`src/rtl/core/hrp_pkg.sv`:
```
// Package for the HTTP request head parser: item types, parse state,
// event codes, character constants and character-class helpers.
// No dependencies.
`default_nettype none

package hrp_pkg;

  localparam int unsigned MAX_REQUEST_BYTES = 4096;
  localparam int unsigned POS_W = $clog2(MAX_REQUEST_BYTES) + 1;
  localparam int unsigned OFS_W = 12;

  typedef enum logic [4:0] {
    S_START, S_METHOD, S_BEFORE_PATH, S_PATH, S_PARA_START, S_PARA_KEY,
    S_PARA_VSTART, S_PARA_VALUE, S_H, S_HT, S_HTT, S_HTTP, S_SLASH,
    S_VSTART, S_VERSION, S_CR, S_LF, S_LINE_START, S_HKEY, S_HBEFORE,
    S_HVSTART, S_HVALUE, S_HLF, S_FINAL_LF, S_DONE
  } pstate_t;

  typedef enum logic [2:0] {
    EV_NONE      = 3'd0,
    EV_METHOD    = 3'd1,
    EV_PATH      = 3'd2,
    EV_PARAM     = 3'd3,
    EV_HEADER    = 3'd4,
    EV_DONE      = 3'd5,
    EV_INVALID   = 3'd6
  } event_t;

  typedef enum logic {
    M_GET  = 1'b0,
    M_POST = 1'b1
  } method_t;

  localparam logic [7:0] CH_SPACE = 8'h20;
  localparam logic [7:0] CH_QUEST = 8'h3f;
  localparam logic [7:0] CH_AMP   = 8'h26;
  localparam logic [7:0] CH_EQ    = 8'h3d;
  localparam logic [7:0] CH_COLON = 8'h3a;
  localparam logic [7:0] CH_CR    = 8'h0d;
  localparam logic [7:0] CH_LF    = 8'h0a;
  localparam logic [7:0] CH_SLASH = 8'h2f;
  localparam logic [7:0] CH_DOT   = 8'h2e;
  localparam logic [7:0] CH_DASH  = 8'h2d;
  localparam logic [7:0] CH_USCORE = 8'h5f;
  localparam logic [7:0] CH_0     = 8'h30;
  localparam logic [7:0] CH_1     = 8'h31;
  localparam logic [7:0] CH_3     = 8'h33;
  localparam logic [7:0] CH_9     = 8'h39;
  localparam logic [7:0] CH_UA    = 8'h41;
  localparam logic [7:0] CH_UZ    = 8'h5a;
  localparam logic [7:0] CH_LA    = 8'h61;
  localparam logic [7:0] CH_LZ    = 8'h7a;
  localparam logic [7:0] CH_E     = 8'h45;
  localparam logic [7:0] CH_G     = 8'h47;
  localparam logic [7:0] CH_H     = 8'h48;
  localparam logic [7:0] CH_O     = 8'h4f;
  localparam logic [7:0] CH_P     = 8'h50;
  localparam logic [7:0] CH_S     = 8'h53;
  localparam logic [7:0] CH_T     = 8'h54;

  typedef struct packed {
    logic [7:0] byte_in;
    logic       first_byte;
    logic       last_byte;
  } req_t;

  typedef struct packed {
    logic [2:0]       event_res;
    logic             method;
    logic [1:0]       major;
    logic             minor;
    logic [11:0]      version;
    logic [OFS_W-1:0] key_begin;
    logic [OFS_W-1:0] key_end;
    logic [OFS_W-1:0] value_begin;
    logic [OFS_W-1:0] value_end;
    logic             value_present;
    logic [12:0]      body_offset;
  } res_t;

  typedef struct packed {
    pstate_t          st;
    logic [POS_W-1:0] pos;
    logic [2:0]       mlen;
    logic             get_m;
    logic             post_m;
    method_t          meth;
    logic [OFS_W-1:0] tb;
    logic [OFS_W-1:0] tf;
    logic [OFS_W-1:0] vb;
    logic [1:0]       maj;
    logic             mnr;
    logic             halted;
  } parse_t;

  localparam parse_t PARSE_RESET = '{
    st: S_START, pos: '0, mlen: '0, get_m: 1'b1, post_m: 1'b1, meth: M_GET,
    tb: '0, tf: '0, vb: '0, maj: '0, mnr: 1'b0, halted: 1'b0
  };

  function automatic logic is_upper(input logic [7:0] c);
    return (c >= CH_UA) && (c <= CH_UZ);
  endfunction

  function automatic logic is_alpha(input logic [7:0] c);
    return is_upper(c) || ((c >= CH_LA) && (c <= CH_LZ));
  endfunction

  function automatic logic is_digit(input logic [7:0] c);
    return (c >= CH_0) && (c <= CH_9);
  endfunction

  function automatic logic is_key(input logic [7:0] c);
    return is_alpha(c) || (c == CH_DASH) || (c == CH_USCORE);
  endfunction

  function automatic logic is_pval(input logic [7:0] c);
    return is_key(c) || is_digit(c);
  endfunction

  function automatic logic is_path(input logic [7:0] c);
    return is_key(c) || (c == CH_DOT) || (c == CH_SLASH);
  endfunction

  // letter of "GET" at a position, positions 0..2
  function automatic logic [7:0] get_letter(input logic [2:0] idx);
    logic [7:0] r;
    unique case (idx)
      3'd0:    r = CH_G;
      3'd1:    r = CH_E;
      default: r = CH_T;
    endcase
    return r;
  endfunction

  // letter of "POST" at a position, positions 0..3
  function automatic logic [7:0] post_letter(input logic [2:0] idx);
    logic [7:0] r;
    unique case (idx)
      3'd0:    r = CH_P;
      3'd1:    r = CH_O;
      3'd2:    r = CH_S;
      default: r = CH_T;
    endcase
    return r;
  endfunction

  // major * 1000 + minor; fits 12 bits for major <= 3
  function automatic logic [11:0] version_code(input logic [1:0] maj, input logic mnr);
    logic [11:0] base;
    unique case (maj)
      2'd0: base = 12'd0;
      2'd1: base = 12'd1000;
      2'd2: base = 12'd2000;
      2'd3: base = 12'd3000;
    endcase
    return base + {11'd0, mnr};
  endfunction

endpackage

`default_nettype wire

```
`src/rtl/core/http_request_head_parser.sv`:
```
// Top level of the HTTP request head parser: parse state register,
// step logic (hrp_step) and result output stage (hrp_skid). Uses hrp_pkg.
//
// The block takes one request byte per item and returns exactly one result
// item per byte: an event code (none, method ok, path end, parameter, header,
// done, invalid) with the token offsets that go with it, plus the method and
// version seen so far. A byte with first_byte set restarts parsing at offset
// zero. Any syntax error, a last_byte that ends the buffer before the head is
// complete, or a byte at offset 4096 or beyond gives invalid and holds invalid
// until the next first byte; after done the block reports none. Throughput is
// one byte per clock while req_stall is low: the whole parse step is one
// combinational pass from the state register to the result register. The
// output register plus one skid entry let the block keep taking bytes while
// a result waits; req_stall rises only when both are full, and it is a
// register output.
`default_nettype none

module http_request_head_parser (
  input  logic          clk,
  input  logic          rst,
  input  logic          req_valid,
  output logic          req_stall,
  input  hrp_pkg::req_t req,
  output logic          res_valid,
  input  logic          res_stall,
  output hrp_pkg::res_t res
);
  import hrp_pkg::*;

  parse_t state;
  parse_t state_next;
  res_t   step_res;
  logic   accept;

  assign accept = req_valid && !req_stall;

  // parse step for the byte at the input
  hrp_step u_step (
    .cur_in (state),
    .req    (req),
    .nxt    (state_next),
    .res    (step_res)
  );

  // state moves only on an accepted byte
  always_ff @(posedge clk) begin
    if (rst) begin
      state <= PARSE_RESET;
    end else if (accept) begin
      state <= state_next;
    end
  end

  // result register and skid entry
  hrp_skid u_skid (
    .clk       (clk),
    .rst       (rst),
    .push      (accept),
    .push_data (step_res),
    .full      (req_stall),
    .res_valid (res_valid),
    .res_stall (res_stall),
    .res       (res)
  );

endmodule

`default_nettype wire

```
`src/rtl/core/hrp_step.sv`:
```
// One parse step: next parse state and result item for one request byte.
// Purely combinational. Depends on hrp_pkg.
`default_nettype none

module hrp_step (
  input  hrp_pkg::parse_t cur_in,
  input  hrp_pkg::req_t   req,
  output hrp_pkg::parse_t nxt,
  output hrp_pkg::res_t   res
);
  import hrp_pkg::*;

  parse_t           cur;
  logic [7:0]       c;
  logic             bad;
  event_t           ev;
  logic [OFS_W-1:0] ks, ke, vs, ve, p12;
  logic             vp;
  logic [12:0]      bo;

  assign c   = req.byte_in;
  assign cur = req.first_byte ? PARSE_RESET : cur_in;
  assign p12 = cur.pos[OFS_W-1:0];

  always_comb begin
    nxt = cur;
    bad = 1'b0;
    ev  = EV_NONE;
    ks  = '0;
    ke  = '0;
    vs  = '0;
    ve  = '0;
    vp  = 1'b0;
    bo  = '0;
    priority if (cur.halted) begin
      bad = 1'b1;
    end else if (cur.st == S_DONE) begin
      ev = EV_NONE;
    end else if (cur.pos >= POS_W'(MAX_REQUEST_BYTES)) begin
      bad = 1'b1;
    end else begin
      unique case (cur.st)
        S_START: begin
          if (!is_upper(c)) bad = 1'b1;
          else begin
            nxt.mlen   = 3'd1;
            nxt.get_m  = (c == CH_G);
            nxt.post_m = (c == CH_P);
            nxt.st     = S_METHOD;
          end
        end
        S_METHOD: begin
          if (c == CH_SPACE) begin
            priority if (cur.mlen >= 3'd3 && cur.get_m) begin
              nxt.meth = M_GET;
              ev = EV_METHOD;
              nxt.st = S_BEFORE_PATH;
            end else if (cur.mlen >= 3'd4 && cur.post_m) begin
              nxt.meth = M_POST;
              ev = EV_METHOD;
              nxt.st = S_BEFORE_PATH;
            end else begin
              bad = 1'b1;
            end
          end else if (is_upper(c)) begin
            if (cur.mlen < 3'd3 && c != get_letter(cur.mlen)) nxt.get_m = 1'b0;
            if (cur.mlen < 3'd4 && c != post_letter(cur.mlen)) nxt.post_m = 1'b0;
            if (cur.mlen < 3'd7) nxt.mlen = cur.mlen + 3'd1;
          end else begin
            bad = 1'b1;
          end
        end
        S_BEFORE_PATH: begin
          if (c != CH_SLASH) bad = 1'b1;
          else begin
            nxt.tb = p12;
            nxt.st = S_PATH;
          end
        end
        S_PATH: begin
          if (c == CH_SPACE || c == CH_QUEST) begin
            ev = EV_PATH;
            ks = cur.tb;
            ke = p12;
            nxt.st = (c == CH_SPACE) ? S_H : S_PARA_START;
          end else if (!is_path(c)) bad = 1'b1;
        end
        S_PARA_START: begin
          if (c == CH_SPACE) nxt.st = S_H;
          else if (is_key(c)) begin
            nxt.tb = p12;
            nxt.st = S_PARA_KEY;
          end else bad = 1'b1;
        end
        S_PARA_KEY: begin
          if (c == CH_EQ) begin
            nxt.tf = p12;
            nxt.st = S_PARA_VSTART;
          end else if (c == CH_AMP || c == CH_SPACE) begin
            ev = EV_PARAM;
            ks = cur.tb;
            ke = p12;
            nxt.st = (c == CH_SPACE) ? S_H : S_PARA_START;
          end else if (!is_key(c)) bad = 1'b1;
        end
        S_PARA_VSTART: begin
          if (c == CH_SPACE) begin
            ev = EV_PARAM;
            ks = cur.tb;
            ke = cur.tf;
            nxt.st = S_H;
          end else if (is_pval(c)) begin
            nxt.vb = p12;
            nxt.st = S_PARA_VALUE;
          end else bad = 1'b1;
        end
        S_PARA_VALUE: begin
          if (c == CH_SPACE || c == CH_AMP) begin
            ev = EV_PARAM;
            ks = cur.tb;
            ke = cur.tf;
            vs = cur.vb;
            ve = p12;
            vp = 1'b1;
            nxt.st = (c == CH_SPACE) ? S_H : S_PARA_START;
          end else if (!is_pval(c)) bad = 1'b1;
        end
        S_H:     if (c != CH_H) bad = 1'b1; else nxt.st = S_HT;
        S_HT:    if (c != CH_T) bad = 1'b1; else nxt.st = S_HTT;
        S_HTT:   if (c != CH_T) bad = 1'b1; else nxt.st = S_HTTP;
        S_HTTP:  if (c != CH_P) bad = 1'b1; else nxt.st = S_SLASH;
        S_SLASH: if (c != CH_SLASH) bad = 1'b1; else nxt.st = S_VSTART;
        S_VSTART: begin
          if (c < CH_1 || c > CH_3) bad = 1'b1;
          else begin
            nxt.maj = c[1:0];   // '1'..'3' carry the digit in the low bits
            nxt.st  = S_VERSION;
          end
        end
        S_VERSION: begin
          if (c == CH_DOT) begin
            nxt.st = S_VERSION;
          end else if (c == CH_0 || c == CH_1) begin
            nxt.mnr = c[0];
            nxt.st  = S_CR;
          end else bad = 1'b1;
        end
        S_CR:    if (c != CH_CR) bad = 1'b1; else nxt.st = S_LF;
        S_LF:    if (c != CH_LF) bad = 1'b1; else nxt.st = S_LINE_START;
        S_LINE_START: begin
          if (c == CH_CR) nxt.st = S_FINAL_LF;
          else if (is_key(c)) begin
            nxt.tb = p12;
            nxt.st = S_HKEY;
          end else bad = 1'b1;
        end
        S_HKEY: begin
          if (c == CH_COLON) begin
            nxt.tf = p12;
            nxt.st = S_HBEFORE;
          end else if (!is_key(c)) bad = 1'b1;
        end
        S_HBEFORE: if (c != CH_SPACE) bad = 1'b1; else nxt.st = S_HVSTART;
        S_HVSTART: begin
          if (c == CH_CR || c == CH_LF) bad = 1'b1;
          else begin
            nxt.vb = p12;
            nxt.st = S_HVALUE;
          end
        end
        S_HVALUE: begin
          if (c == CH_CR) begin
            ev = EV_HEADER;
            ks = cur.tb;
            ke = cur.tf;
            vs = cur.vb;
            ve = p12;
            vp = 1'b1;
            nxt.st = S_HLF;
          end else if (c == CH_LF) bad = 1'b1;
        end
        S_HLF:   if (c != CH_LF) bad = 1'b1; else nxt.st = S_LINE_START;
        S_FINAL_LF: begin
          if (c != CH_LF) bad = 1'b1;
          else begin
            ev = EV_DONE;
            bo = 13'(cur.pos + POS_W'(1));
            nxt.st = S_DONE;
          end
        end
        default: bad = 1'b1;
      endcase
      // buffer ran out before the head was complete
      if (!bad && nxt.st != S_DONE && req.last_byte) bad = 1'b1;
    end

    if (bad) begin
      nxt.halted = 1'b1;
      ev = EV_INVALID;
      ks = '0;
      ke = '0;
      vs = '0;
      ve = '0;
      vp = 1'b0;
      bo = '0;
    end
    // offset saturates at the size limit
    if (cur.pos < POS_W'(MAX_REQUEST_BYTES)) nxt.pos = cur.pos + POS_W'(1);
  end

  always_comb begin
    res.event_res     = ev;
    res.method        = nxt.meth;
    res.major         = nxt.maj;
    res.minor         = nxt.mnr;
    res.version       = (nxt.st > S_VERSION) ? version_code(nxt.maj, nxt.mnr) : 12'd0;
    res.key_begin     = ks;
    res.key_end       = ke;
    res.value_begin   = vs;
    res.value_end     = ve;
    res.value_present = vp;
    res.body_offset   = bo;
  end

endmodule

`default_nettype wire

```
`src/rtl/core/hrp_skid.sv`:
```
// Output register with one skid entry for the result channel.
// Depends on hrp_pkg for the result item type.
`default_nettype none

module hrp_skid (
  input  logic          clk,
  input  logic          rst,
  input  logic          push,
  input  hrp_pkg::res_t push_data,
  output logic          full,
  output logic          res_valid,
  input  logic          res_stall,
  output hrp_pkg::res_t res
);
  import hrp_pkg::*;

  logic skid_valid;
  res_t skid_data;
  logic take;

  assign take = res_valid && !res_stall;
  assign full = skid_valid;

  always_ff @(posedge clk) begin
    if (rst) begin
      res_valid  <= 1'b0;
      skid_valid <= 1'b0;
    end else begin
      if (take) begin
        if (skid_valid) begin
          res        <= skid_data;
          skid_valid <= 1'b0;
        end else if (push) begin
          res <= push_data;
        end else begin
          res_valid <= 1'b0;
        end
      end else if (push) begin
        if (!res_valid) begin
          res       <= push_data;
          res_valid <= 1'b1;
        end else begin
          skid_data  <= push_data;
          skid_valid <= 1'b1;
        end
      end
    end
  end

endmodule

`default_nettype wire

```
`config.mk`:
```
export PLATFORM = sky130hd
export DESIGN_NAME = http_request_head_parser
export DESIGN_NICKNAME = d
export VERILOG_FILES = /design/src/rtl/core/hrp_pkg.sv /design/src/rtl/core/http_request_head_parser.sv /design/src/rtl/core/hrp_step.sv /design/src/rtl/core/hrp_skid.sv
export SDC_FILE = /design/constraint.sdc
export NUM_CORES = 1
export LEC_CHECK = 0
export BUFFER_PORTS_ARGS = -buffer_cell sky130_fd_sc_hd__buf_2
export CORE_MARGIN = 5
export CORE_UTILIZATION = 60
export DETAILED_ROUTE_END_ITERATION = 6
export PLACE_DENSITY = 0.8
export SYNTH_ARGS = -nofsm -noshare
export SYNTH_HDL_FRONTEND = slang
export SYNTH_SLANG_ARGS = --single-unit
export TNS_END_PERCENT = 5
```
`constraint.sdc`:
```
create_clock -name clk -period 19 [get_ports clk]
set_input_delay 2.85 -clock clk [delete_from_list [all_inputs] [get_ports clk]]
set_output_delay 2.85 -clock clk [all_outputs]
set_load 0.01 [all_outputs]
```
==> impl_metrics.toml <==
[clock_tree]
clock_path_buffers = 3
htree_levels = 1
clkSinkCount = 218
cts.reportedPaths.clkPinSlew_ps = 60
clock-root-buffer = "clkbuf_16"
cts_hold_buf = 0
cts_resized = 0
cts_tree = "yes"
cts_buffers = 23
post-cts-setup-buffers = 0
clk_latency_ps = 530

[yosys]
synth_cell_type_count = 100
syn_inst = 1166
ys_top_cells_by_area = "edfxtp_1, dfxtp_1, nor2_1"
netlist.area_leader.share_pct = 38.9
synthArstFlopShare_pct = 0
synth-main-ff-cell = "edfxtp_1"
synth_warnings = 0
synth_edf_count = 152
synth-seq-cells = 218
avgSynthCellArea_um2 = 10.1
seq_area_frac_synth_pct = 50.2
synth_area_leader_cell = "edfxtp_1"
synth_area_um2 = 11700

[power_and_ir_drop]
p_leak_nw = 4.40
p_seq_share_pct = 50.4
p_int_mw = 0.791
p_clk_share_pct = 41.7
p_sw_share_pct = 23.7
powerDensity_nw_per_um2 = 79.9
p_sw_mw = 0.246
vdd_drop_max_v = 0.0000714
pwr-share-comb_pct = 7.9

[placed_design]
placed_area_um2 = 12200
dp_hpwl_um = 24000
portBuffers = 94
globalplace.congestion = 1.00
dp.cells = 1450
place_ws_ps = 11850

[route]
wl_um = 34200
via_per_inst = 6.59
dr.pass1.iters = 7
vias = 9828
drt_iter0_drc = 866
drcViolationCount = 4
detail-route-antenna-nets = 0
wl_per_cell_um = 22.9

[floorplanning]
die_y_um = 150
core_um2 = 19300
die_x_um = 150
pin_count = 97
rows = 51
die-area_um2 = 22400
initial_core_util_pct = 60.6

[cells_and_area]
area_growth_pct = 10.6
diodes = 0
fin_cells = 1492
finalNetCount = 1237
most-common-layout-cells = "edfxtp_1, nor2_1, nand2_1, buf_2, dfxtp_1"
finalInstanceArea_um2 = 13000
num-fill-cells = 1523
layout_commonest_cell = "edfxtp_1"
drive_gt1_share_pct = 16.8

[timing]
period_share_pct = 34.4
skew_ps = 25.4
slew_headroom_pct = 12.0
finalSetupTns_ps = 0
rsz0062_at_grt = "false"
maxSlewViolCount = 0
fin_ws_ps = 12460
finalCriticalPeriod_ps = 6540
finalHoldViolCount = 0
fmax_ghz = 0.153
whs_ps = 480
setup_viol = 0
worst_slew_pin_slew_ps = 1310

[grt]
grt_pass1_vias = 9343
grt_max_degree = 77
grtUsageMet1_pct = 39.9
grt_use_met2_pct = 47.6
antenna_found_initial = 0
global_route.usage.met3_pct = 6.09
track_usage_pct = 30.0
grt.overflow.total = 0
top_usage_layer = "met2"
grt_pass1_wl_um = 52700

[critical_path]
crit_type = "primary input to register"
cp-start-kind = "primary input"
crit_required_ps = 19280
cp.arrival_ps = 6820
endpoint_kind = "register"
crit_fanout = 75

[worst_hold_path]
worstHoldPathType = "register to register"

[run_status]
outcome = "finished, violations left"
failed_checks = "design-rule violations"

[flow_run]
cap_violations = 0
[flip-flops by register name, summed over array words and instances, names as in the netlist]
signal and flops:
state 64, u_skid.full 1, u_skid.res 76, u_skid.res_valid 1, u_skid.skid_data 76
[metal layers]
layer / wire [um] / vias to the layer above
met4: 1640 / 0
met3: 3030 / 111
met1: 13800 / 4749
li1: - / 4452
met5: 0 / -
met2: 15800 / 516
[layout make-up]
| type | count | area (um^2) | area share (%) |
|---|---|---|---|
| Sequential cell | 218 | 5890 | 45.4 |
| Multi-Input combinational cell | 841 | 5380 | 41.5 |
| Clock buffer | 33 | 643 | 4.96 |
| Timing Repair Buffer | 109 | 583 | 4.49 |
| Tap cell | 265 | 332 | 2.56 |
| Clock inverter | 9 | 88.8 | 0.685 |
| Inverter | 17 | 63.8 | 0.492 |
[Yosys cell counts (7+ instances only)]
cell      number
buf_2         18
o31ai_1       27
o21ai_0       38
nor3_1        32
inv_1         16
nor2b_1       28
a22o_1        16
nand4_1       10
or3_1          7
a22oi_1       52
a31o_1         7
nor3b_1        9
a31oi_1       10
nand2b_1      21
dfxtp_1       66
nand2_1      130
edfxtp_1     152
a211oi_1      13
a21oi_1       52
xnor2_1        9
nor2_1       134
ha_1          13
clkbuf_1      55
and3_1        17
nor4_1         9
and2_1        24
buf_4         10
o211ai_1      10
nor3b_2        7
nand3_1       22
[path summary, 6_finish.rpt]
kind	startpoint	endpoint	slack, ps	cells past startpoint
min reg2reg	state[2]$_SDFFE_PP0P_	state[2]$_SDFFE_PP0P_	480	2
max reg2reg	state[60]$_SDFFE_PP0P_	u_skid.res[54]$_DFFE_PP_	14570	8
max	req[1]	u_skid.res[54]$_DFFE_PP_	12460	10
min	state[2]$_SDFFE_PP0P_	state[2]$_SDFFE_PP0P_	480	2
[metrics by stage]
step	power, mW	utilization, %
4_1_cts	1.04	67.1
3_3_place_gp	0.613	63.3
3_5_place_dp	0.613	63.3
6_report	1.04	67.1
2_1_floorplan	0.588	-
5_1_grt	1.07	67.1
[worst max-delay path: stages]
cell and delay, ps:
buf_2 70, buf_4 620, or4bb_1 310, a211oi_1 100, or4_1 610, nor4b_4 350
o211ai_2 190, a21boi_2 1050, nor3_2 350, a22o_1 280
[logic make-up (layout without fill, tap and decap cells)]
kind of cell	count (synthesis)	after routing	synth area share, %
other	1	2	0.0320
buffers and inverters	108	168	4.23
AND/OR/NAND/NOR	504	504	23.0
AO/OA/AOI/OAI	301	301	19.4
multiplexers	8	8	0.726
adder cells (fa/ha/maj)	13	13	1.39
XOR/XNOR	13	13	0.971
flip-flops	218	218	50.2
[power groups by stage]
stage	combinational (mW)	sequential, mW	clock, mW
floorplan	0.0526	0.536	0
global placement	0.0809	0.532	0
detailed placement	0.0813	0.532	0
CTS	0.0816	0.522	0.437
global route	0.0883	0.523	0.457
finish	0.0824	0.522	0.432
Note: power is estimated with default switching activity, not from simulation.
